===== config.mk =====
export PLATFORM = sky130hd
export DESIGN_NAME = atilt_lane
export DESIGN_NICKNAME = d
export VERILOG_FILES = /design/src/rtl/core/atilt_pkg.sv /design/src/rtl/core/atilt_lane.sv
export SDC_FILE = /design/constraint.sdc
export NUM_CORES = 2
export LEC_CHECK = 0
export BUFFER_PORTS_ARGS = -buffer_cell sky130_fd_sc_hd__buf_2
export CAP_MARGIN = 20
export CORE_MARGIN = 4
export CORE_UTILIZATION = 30
export DETAILED_ROUTE_END_ITERATION = 12
export PLACE_DENSITY_LB_ADDON = 0.05
export SYNTH_ARGS = -nofsm -noshare
export SYNTH_HDL_FRONTEND = slang
export SYNTH_SLANG_ARGS = --single-unit
export TNS_END_PERCENT = 30

===== constraint.sdc =====
create_clock -name clk -period 17.5 [get_ports clk]
set_input_delay 4.375 -clock clk [delete_from_list [all_inputs] [get_ports clk]]
set_output_delay 4.375 -clock clk [all_outputs]
set_load 0.02 [all_outputs]

===== src/rtl/core/atilt_pkg.sv =====
package atilt_pkg;

    localparam int SAMPLE_W         = 16;
    localparam int ANGLE_W          = 15;
    localparam int SUM_W            = 32;
    localparam int RAD_W            = 48;   // sum of squares with 16 fraction bits
    localparam int ROOT_W           = 24;
    localparam int REM_W            = 26;
    localparam int SQRT_BITS_PER    = 4;    // root bits resolved per stage
    localparam int SQRT_STAGES      = ROOT_W / SQRT_BITS_PER;
    localparam int CX_W             = 28;
    localparam int ACC_W            = 24;
    localparam int TABLE_LEN        = 24;
    localparam int CORDIC_STAGES_DEF = 16;
    localparam int MAX_CENTIDEG     = 9000;
    localparam int FRONT_STAGES     = 3;    // sample, square, sum

    // Stages actually used by the CORDIC for a requested count
    function automatic int cordic_used(input int stages);
        return (stages < TABLE_LEN) ? stages : TABLE_LEN;
    endfunction

    // Register stages from input transfer to output register
    function automatic int total_latency(input int stages);
        return FRONT_STAGES + SQRT_STAGES + cordic_used(stages) + 2;
    endfunction

    // atan(2^-i) in units of 1/256 centidegree
    function automatic logic [ACC_W-1:0] atan_step(input int i);
        logic [ACC_W-1:0] v;
        case (i)
            0:  v = 24'd1152000;
            1:  v = 24'd680065;
            2:  v = 24'd359328;
            3:  v = 24'd182400;
            4:  v = 24'd91554;
            5:  v = 24'd45822;
            6:  v = 24'd22916;
            7:  v = 24'd11459;
            8:  v = 24'd5730;
            9:  v = 24'd2865;
            10: v = 24'd1432;
            11: v = 24'd716;
            12: v = 24'd358;
            13: v = 24'd179;
            14: v = 24'd90;
            15: v = 24'd45;
            16: v = 24'd22;
            17: v = 24'd11;
            18: v = 24'd6;
            19: v = 24'd3;
            20: v = 24'd1;
            21: v = 24'd1;
            default: v = '0;
        endcase
        return v;
    endfunction

endpackage


===== src/rtl/core/atilt_lane.sv =====
module atilt_lane #(
    parameter int STAGES = atilt_pkg::CORDIC_STAGES_DEF
) (
    input  logic                                  clk,
    input  logic                                  en,
    input  logic signed [atilt_pkg::SAMPLE_W-1:0] num,
    input  logic [atilt_pkg::SUM_W-1:0]           sum,
    output logic signed [atilt_pkg::ANGLE_W-1:0]  angle
);

    localparam int SQ   = atilt_pkg::SQRT_STAGES;
    localparam int BP   = atilt_pkg::SQRT_BITS_PER;
    localparam int N    = atilt_pkg::cordic_used(STAGES);
    localparam int RW   = atilt_pkg::RAD_W;
    localparam int TW   = atilt_pkg::ROOT_W;
    localparam int MW   = atilt_pkg::REM_W;
    localparam int CW   = atilt_pkg::CX_W;
    localparam int AW   = atilt_pkg::ACC_W;
    localparam int SW   = atilt_pkg::SAMPLE_W;

    // square root pipeline registers
    logic [RW-1:0]        rad_reg  [0:SQ-1];
    logic [MW-1:0]        rem_reg  [0:SQ-1];
    logic [TW-1:0]        root_reg [0:SQ-1];
    logic signed [SW-1:0] sq_num_reg  [0:SQ-1];
    logic                 sq_zero_reg [0:SQ-1];

    // CORDIC pipeline registers
    logic signed [CW-1:0] cx_reg   [0:N-1];
    logic signed [CW-1:0] cy_reg   [0:N-1];
    logic signed [AW-1:0] acc_reg  [0:N-1];
    logic                 cz_reg   [0:N-1];

    logic signed [atilt_pkg::ANGLE_W-1:0] angle_reg;
    logic signed [atilt_pkg::ANGLE_W-1:0] angle_next;

    // Resolve BP root bits per stage, restoring digit by digit
    for (genvar k = 0; k < SQ; k++) begin : g_sqrt
        logic [RW-1:0]        p_rad;
        logic [MW-1:0]        p_rem;
        logic [TW-1:0]        p_root;
        logic signed [SW-1:0] p_num;
        logic                 p_zero;
        logic [RW-1:0]        rad_next;
        logic [MW-1:0]        rem_next;
        logic [TW-1:0]        root_next;

        if (k == 0) begin : g_first
            assign p_rad  = {sum, 16'd0};
            assign p_rem  = '0;
            assign p_root = '0;
            assign p_num  = num;
            assign p_zero = (sum == '0) && (num == '0);
        end
        else begin : g_rest
            assign p_rad  = rad_reg[k-1];
            assign p_rem  = rem_reg[k-1];
            assign p_root = root_reg[k-1];
            assign p_num  = sq_num_reg[k-1];
            assign p_zero = sq_zero_reg[k-1];
        end

        always_comb
        begin
            logic [MW-1:0] trial;
            rad_next  = p_rad;
            rem_next  = p_rem;
            root_next = p_root;
            for (int j = 0; j < BP; j++)
            begin
                rem_next = {rem_next[MW-3:0], rad_next[RW-1:RW-2]};
                rad_next = {rad_next[RW-3:0], 2'b00};
                trial    = {root_next, 2'b01};
                if (rem_next >= trial)
                begin
                    rem_next  = rem_next - trial;
                    root_next = {root_next[TW-2:0], 1'b1};
                end
                else
                begin
                    root_next = {root_next[TW-2:0], 1'b0};
                end
            end
        end

        always_ff @(posedge clk)
        begin
            if (en)
            begin
                rad_reg[k]     <= rad_next;
                rem_reg[k]     <= rem_next;
                root_reg[k]    <= root_next;
                sq_num_reg[k]  <= p_num;
                sq_zero_reg[k] <= p_zero;
            end
        end
    end

    // One vectoring rotation per stage
    for (genvar i = 0; i < N; i++) begin : g_cordic
        logic signed [CW-1:0] p_cx;
        logic signed [CW-1:0] p_cy;
        logic signed [AW-1:0] p_acc;
        logic                 p_zero;
        logic signed [CW-1:0] dx;
        logic signed [CW-1:0] dy;
        logic signed [AW-1:0] step;

        if (i == 0) begin : g_first
            assign p_cx   = $signed({{(CW-TW){1'b0}}, root_reg[SQ-1]});
            assign p_cy   = $signed({{(CW-SW-8){sq_num_reg[SQ-1][SW-1]}},
                                     sq_num_reg[SQ-1], 8'd0});
            assign p_acc  = '0;
            assign p_zero = sq_zero_reg[SQ-1];
        end
        else begin : g_rest
            assign p_cx   = cx_reg[i-1];
            assign p_cy   = cy_reg[i-1];
            assign p_acc  = acc_reg[i-1];
            assign p_zero = cz_reg[i-1];
        end

        assign dx   = p_cy >>> i;
        assign dy   = p_cx >>> i;
        assign step = $signed(atilt_pkg::atan_step(i));

        always_ff @(posedge clk)
        begin
            if (en)
            begin
                if (!p_cy[CW-1])
                begin
                    cx_reg[i]  <= p_cx + dx;
                    cy_reg[i]  <= p_cy - dy;
                    acc_reg[i] <= p_acc + step;
                end
                else
                begin
                    cx_reg[i]  <= p_cx - dx;
                    cy_reg[i]  <= p_cy + dy;
                    acc_reg[i] <= p_acc - step;
                end
                cz_reg[i] <= p_zero;
            end
        end
    end

    // Round to centidegrees, halves away from zero, and saturate
    always_comb
    begin
        logic signed [AW-1:0] acc;
        logic [AW-1:0]        mag;
        logic [AW-1:0]        r;
        logic [atilt_pkg::ANGLE_W-1:0] r_sat;
        acc = acc_reg[N-1];
        mag = acc[AW-1] ? AW'(-acc) : AW'(acc);
        r   = (mag + AW'(128)) >> 8;
        if (r > AW'(atilt_pkg::MAX_CENTIDEG))
            r_sat = atilt_pkg::ANGLE_W'(atilt_pkg::MAX_CENTIDEG);
        else
            r_sat = r[atilt_pkg::ANGLE_W-1:0];
        if (cz_reg[N-1])
            angle_next = '0;
        else if (acc[AW-1])
            angle_next = $signed(-r_sat);
        else
            angle_next = $signed(r_sat);
    end

    always_ff @(posedge clk)
    begin
        if (en)
            angle_reg <= angle_next;
    end

    assign angle = angle_reg;

endmodule


* Word level (Yosys, flattened, before mapping)
Memory sizes are Yosys's and may differ from the RTL's.
Index checks and enable logic that the tools add are counted.
** Cells by class
- Bitwise gates (word level) :: 48
- Order comparisons :: 25
- Muxes and demuxes :: 197
- $add $sub $neg :: 120
- Reduce and logical (&&, ||, !) cells :: 3
** Operator list (count)
- $mux W28 :: 32
- $mux W24 :: 35
- $ge A26 B26 Y1 :: 20
- $sub A24 B24 Y24 :: 15
- $mux W26 :: 6
- $sub A26 B26 Y26 :: 5
- $mux W1 :: 122
- $add A28 B13 Y28 :: 2
- $add A28 B14 Y28 :: 2
- $add A28 B15 Y28 :: 2
- $add A28 B16 Y28 :: 2
- $add A28 B17 Y28 :: 2
- $add A28 B18 Y28 :: 2
- $add A28 B19 Y28 :: 2
- $add A28 B20 Y28 :: 2
- $add A28 B21 Y28 :: 2
- $add A28 B22 Y28 :: 2
- $add A28 B23 Y28 :: 2
- $add A28 B24 Y28 :: 2
- $add A28 B25 Y28 :: 2
- $add A28 B26 Y28 :: 2
- $add A28 B27 Y28 :: 2
- $sub A28 B13 Y28 :: 2
- $sub A28 B14 Y28 :: 2
- other kinds (62) :: 124
** Storage, ports and cells
- Memory bits (writable) :: 1938
- Word-level logic and storage cells :: 403
- Input bits :: 50
- Memories kept :: 9
- Register bits after elaboration :: 15
- Output and inout port bits :: 15
** Memory list
- cx_reg :: words 16, bits a word 28, rd ports 15, clocked after Yosys merged registers in 0, write ports 16, line atilt_lane.sv:29 : logic signed [CW-1:0] cx_reg [0:N-1];
- cy_reg :: words 16, bits a word 28, rd ports 15, clocked after Yosys merged registers in 0, write ports 16, line atilt_lane.sv:30 : logic signed [CW-1:0] cy_reg [0:N-1];
- acc_reg :: words 16, bits a word 24, rd ports 16, clocked after Yosys merged registers in 0, write ports 16, line atilt_lane.sv:31 : logic signed [AW-1:0] acc_reg [0:N-1];
- rad_reg :: words 6, bits a word 40, rd ports 5, clocked after Yosys merged registers in 0, write ports 6, line atilt_lane.sv:22 : logic [RW-1:0] rad_reg [0:SQ-1];
- rem_reg :: words 6, bits a word 26, rd ports 5, clocked after Yosys merged registers in 0, write ports 6, line atilt_lane.sv:23 : logic [MW-1:0] rem_reg [0:SQ-1];
- root_reg :: words 6, bits a word 24, rd ports 6, clocked after Yosys merged registers in 0, write ports 6, line atilt_lane.sv:24 : logic [TW-1:0] root_reg [0:SQ-1];
- 3 more memories

* Longest topological paths before layout
An unclocked memory read counts as a cell.
- Word-level depth :: 9
- Gate-level depth with buffers :: 66
- Depth with buffers taken out :: 60

* Least setup slack after synthesis
OpenSTA, ideal clock, no wires.
- Path type :: register -> register
- From :: memory rem_reg[3][0] (netlist name)
- To :: memory rem_reg[4][21] (netlist name) (data pin)
- Cell stages (with the launch flop) :: 60
- Required time :: 17.232 ns
- Buffers on the path :: 5
- Clock period less this slack :: 12.601 ns
- Setup time :: 0.268 ns
- Data arrival time :: 12.333 ns
- Setup slack :: 4.899 ns
- Cells stage by stage :: edfxtp_1 ha_1 fa_1 a21o_1 a21oi_1 o21a_1 o32ai_1 a21oi_1 nand2_1 clkinv_1 clkbuf_1 clkbuf_1 nand2_1 nand2_1 ha_1 a21o_1 a21oi_1 o21bai_1 [... 24 more ...] a21o_1 a21oi_1 o21bai_1 a21oi_1 o21bai_1 a21oi_1 o21bai_1 a21oi_1 o21bai_1 a21oi_1 nor2b_1 o21ai_0 a21boi_0 o31a_1 o21a_1 or4b_2 o21ai_0 mux2i_1
** RTL lines (line)
- from (decl) :: atilt_lane.sv:23

==> flow_summary.html <==
<table>
<tr><th>Metric</th><th>Value</th></tr>
<tr><th colspan="2">Timing</th></tr>
<tr><td>RSZ-0062 raised after global routing</td><td>false</td></tr>
<tr><td>Final Max Tran Viols</td><td>0</td></tr>
<tr><td>Worst slew slack as a fraction of its limit</td><td>0.326</td></tr>
<tr><td>Portion of the clock cycle consumed by the worst path in the final layout</td><td>0.858</td></tr>
<tr><td>Max Freq</td><td>0.0666 GHz</td></tr>
<tr><td>Clk_skew</td><td>0.0482 ns</td></tr>
<tr><td>Crit path time final</td><td>15.01 ns</td></tr>
<tr><td>Number of hold violations in the final report</td><td>0</td></tr>
<tr><td>Worst Tran Pin Value</td><td>1.00 ns</td></tr>
<tr><td>Final setup violation count</td><td>0</td></tr>
<tr><td>Final TNS setup</td><td>0 ns</td></tr>
<tr><th colspan="2">Layout</th></tr>
<tr><td>Number of flip-flops in the largest register</td><td>391</td></tr>
<tr><td>Post-layout net count</td><td>14400</td></tr>
<tr><td>Layout filler cell count</td><td>41000</td></tr>
<tr><td>Layout area overhead</td><td>11.0%</td></tr>
<tr><td>Share of post-route cells with drive strength above 1</td><td>0.0527</td></tr>
<tr><th colspan="2">Synth</th></tr>
<tr><td>Top FF cell, synth</td><td>edfxtp_1</td></tr>
<tr><td>EDFF count, synth</td><td>1475</td></tr>
<tr><td>Unique masters post-synth</td><td>108</td></tr>
<tr><td>Most common cell in the netlist</td><td>edfxtp_1</td></tr>
<tr><td>Yosys top cell by area</td><td>edfxtp_1</td></tr>
<tr><td>Share of synthesized area occupied by flip-flops and latches</td><td>0.365</td></tr>
<tr><td>Total standard cell area after synthesis</td><td>122000 um^2</td></tr>
<tr><td>Area fraction of the dominant cell type after synthesis</td><td>0.365</td></tr>
<tr><td>Most area-consuming cells after synthesis</td><td>edfxtp_1, ha_1, xnor2_1</td></tr>
<tr><td>Synth Register Bits</td><td>1475</td></tr>
<tr><td>Synthesis Warnings</td><td>0</td></tr>
<tr><td>Most used standard cells in the synthesized netlist</td><td>edfxtp_1, ha_1, nor2_1</td></tr>
<tr><td>Count of mapped cells out of synthesis</td><td>12800</td></tr>
<tr><td>Share of async-settable or async-resettable flops after synthesis</td><td>0</td></tr>
<tr><td>Synthesized area divided by synthesized cell count</td><td>9.48 um^2</td></tr>
<tr><th colspan="2">Hold path</th></tr>
<tr><td>Hold-critical path depth</td><td>0</td></tr>
<tr><td>Type of the worst min-delay path</td><td>register to register</td></tr>
<tr><td>Worst Hold Path EP</td><td>sq_num_reg[3][3]</td></tr>
<tr><td>Hold path startpoint</td><td>sq_num_reg[2][3]</td></tr>
<tr><th colspan="2">Floorplan</th></tr>
<tr><td>Chip Width</td><td>644 um</td></tr>
<tr><td>IO Count</td><td>65</td></tr>
<tr><td>Vert. Die Dim</td><td>644 um</td></tr>
<tr><td>Placement Rows</td><td>233</td></tr>
<tr><td>Initial core utilization</td><td>0.301</td></tr>
<tr><td>Floorplan Core Area</td><td>403000 um^2</td></tr>
<tr><td>Full die area</td><td>415000 um^2</td></tr>
<tr><th colspan="2">Worst setup path</th></tr>
<tr><td>Flop-to-flop setup slack</td><td>2.49 ns</td></tr>
<tr><td>Cell with the biggest individual delay on the critical path</td><td>o32ai_1</td></tr>
<tr><td>Worst reg2reg path endpoint</td><td>rem_reg[4][21]</td></tr>
<tr><td>Maximum cell stage delay along the critical path</td><td>0.62 ns</td></tr>
<tr><td>CP Capture Type</td><td>register</td></tr>
<tr><td>Number of cell instances on the worst register-to-register path</td><td>58</td></tr>
<tr><td>CP startpoint</td><td>root_reg[3][0]</td></tr>
<tr><td>Max FO, Critical Path</td><td>29</td></tr>
<tr><td>Arrival time at the worst endpoint</td><td>15.60 ns</td></tr>
<tr><td>Nature of the critical path startpoint</td><td>register</td></tr>
<tr><td>Most frequent cell on the critical path</td><td>a21oi_1</td></tr>
<tr><td>Worst endpoint required time</td><td>18.09 ns</td></tr>
<tr><td>Crit Path Category</td><td>register to register</td></tr>
<tr><td>R2R Path Start</td><td>root_reg[3][0]</td></tr>
<tr><th colspan="2">Clock tree</th></tr>
<tr><td>Number of clock sinks seen by CTS</td><td>1475</td></tr>
<tr><td>CTS tree</td><td>yes</td></tr>
<tr><td>Clock root buffer</td><td>clkbuf_16</td></tr>
<tr><td>CTS Hold Buffers Added</td><td>0</td></tr>
<tr><td>Clock slew at the register clock pins of the worst setup and hold paths</td><td>0.06 ns</td></tr>
<tr><td>Gates resized, CTS repair</td><td>0</td></tr>
<tr><td>Clock latency on the worst-skew pair</td><td>0.90 ns</td></tr>
<tr><td>Clk buf depth</td><td>4</td></tr>
<tr><td>Setup repair bufs after CTS</td><td>0</td></tr>
<tr><td>Number of buffers inserted during clock tree synthesis</td><td>199</td></tr>
<tr><td>CTS H-tree lvls</td><td>4</td></tr>
<tr><th colspan="2">Placement</th></tr>
<tr><td>Count of input and output buffers</td><td>64</td></tr>
<tr><td>Placer congestion estimate</td><td>0.832</td></tr>
<tr><td>Total half-perimeter wirelength after legalization and detailed placement</td><td>276000 um</td></tr>
<tr><th colspan="2">Detailed routing</th></tr>
<tr><td>Detail-routed net length per standard cell</td><td>18.8 um</td></tr>
<tr><td>Detail-routed via count per cell</td><td>5.03</td></tr>
<tr><td>ANT nets after route</td><td>0</td></tr>
<tr><td>WL final</td><td>349000 um</td></tr>
<tr><td>Count of routing violations after the opening detailed-route iteration</td><td>5629</td></tr>
<tr><td>First-pass detailed-route iteration total</td><td>5</td></tr>
<tr><td>DRC violation count after routing</td><td>0</td></tr>
<tr><td>Total via count in the routed design</td><td>93100</td></tr>
<tr><th colspan="2">GRT</th></tr>
<tr><td>Total gr overflow</td><td>0</td></tr>
<tr><td>Largest net degree at the start of global routing</td><td>139</td></tr>
<tr><td>Total GRT Usage</td><td>0.164</td></tr>
<tr><td>Via count of the first global-routing pass</td><td>92400</td></tr>
<tr><td>First-pass GRT wire length</td><td>543000 um</td></tr>
<tr><td>Initial antenna violation count</td><td>14</td></tr>
<tr><th colspan="2">Run</th></tr>
<tr><td>MaxCap Viol Count</td><td>0</td></tr>
<tr><th colspan="2">Outcome</th></tr>
<tr><td>Result of the run</td><td>completed</td></tr>
</table>
[routing by layer]
layer  part of all wire  up-vias  global-route usage
met2               0.46     1346               0.272
met1               0.49    44400               0.229
met3              0.034      354              0.0186
li1                   -    47000                   -
met4              0.019        0              0.0313
met5                  0        -                   0
[cells in the final DEF, fill, tap and decap left out, drive strengths merged, types with 65 or more instances in the layout]
cell type / n
nor2b: 128
o211ai: 85
mux2: 103
nor3: 391
o21a: 173
ha: 1403
mux2i: 66
and2: 65
inv: 886
o21bai: 279
clkinv: 97
clkbuf: 233
xor2: 460
a31oi: 106
and3: 88
nand2b: 150
a21boi: 116
o31ai: 132
a211oi: 81
nor2: 1250
buf: 143
nand2: 787
xnor2: 1207
or3: 89
or2: 73
o21ai: 744
edfxtp: 1475
o41ai: 90
a21oi: 1096
nand3: 204
nor4: 109
a21o: 217
[per-stage QoR]
step	setup slack (ns)	util	cell area (um^2)	cells	hold WS, ns
final	2.49	0.335	135000	18500	0.395
after detailed placement	2.47	0.318	128000	18100	0.405
after floorplan	4.90	-	122000	12800	0.400
after CTS	2.40	0.335	135000	18500	0.399
after global placement	2.29	0.318	128000	18100	0.401
after global routing	1.09	0.335	135000	18500	0.395
[cells by family (layout without fill, tap and decap cells)]
family,count (synthesis),count (layout),synth area share
AOI/OAI and AO/OA,3365,3365,0.174
adders and majority gates,1446,1446,0.152
DFF,1475,1475,0.365
buffers and inverters,1107,1393,0.0346
muxes,169,169,0.0150
xor gates and xnor gates,1670,1670,0.121
and+or+nand+nor,3582,3582,0.140
other,1,4,0.0000309
[area by class of cell]
type | instances | area [um^2] | area share
antenna | 2 | 5.00 | 0.0000371
clock buffer | 232 | 5190 | 0.0385
clock inverter | 133 | 1330 | 0.00985
inverter | 884 | 3320 | 0.0246
multi-input combinational | 10200 | 73000 | 0.541
sequential | 1475 | 44300 | 0.328
tap | 5405 | 6760 | 0.0501
timing repair buffer | 144 | 973 | 0.00722
[worst max-delay path: cells and delay by family, from the launching register on]
family / cells / cell delay [ns]
compound gates: 36 / 9.12
simple gates: 8 / 2.12
buf+inv: 7 / 1.50
fa+ha+maj: 6 / 1.49
flops: 1 / 0.40
mux: 1 / 0.09
[worst max-delay path by stage]
stage	cells past startpoint	slack (ns)	endpoint
floorplan	59	4.90	rem_reg[4][21]
global placement	58	2.29	rem_reg[4][21]
detailed placement	58	2.47	rem_reg[4][21]
CTS	58	2.40	rem_reg[4][21]
global route	58	1.09	rem_reg[4][21]
finish	58	2.49	rem_reg[4][21]
Power is left out: the tool's default activity adds up to more than one toggle a clock period on the data nets, which glitch-free logic cannot reach.
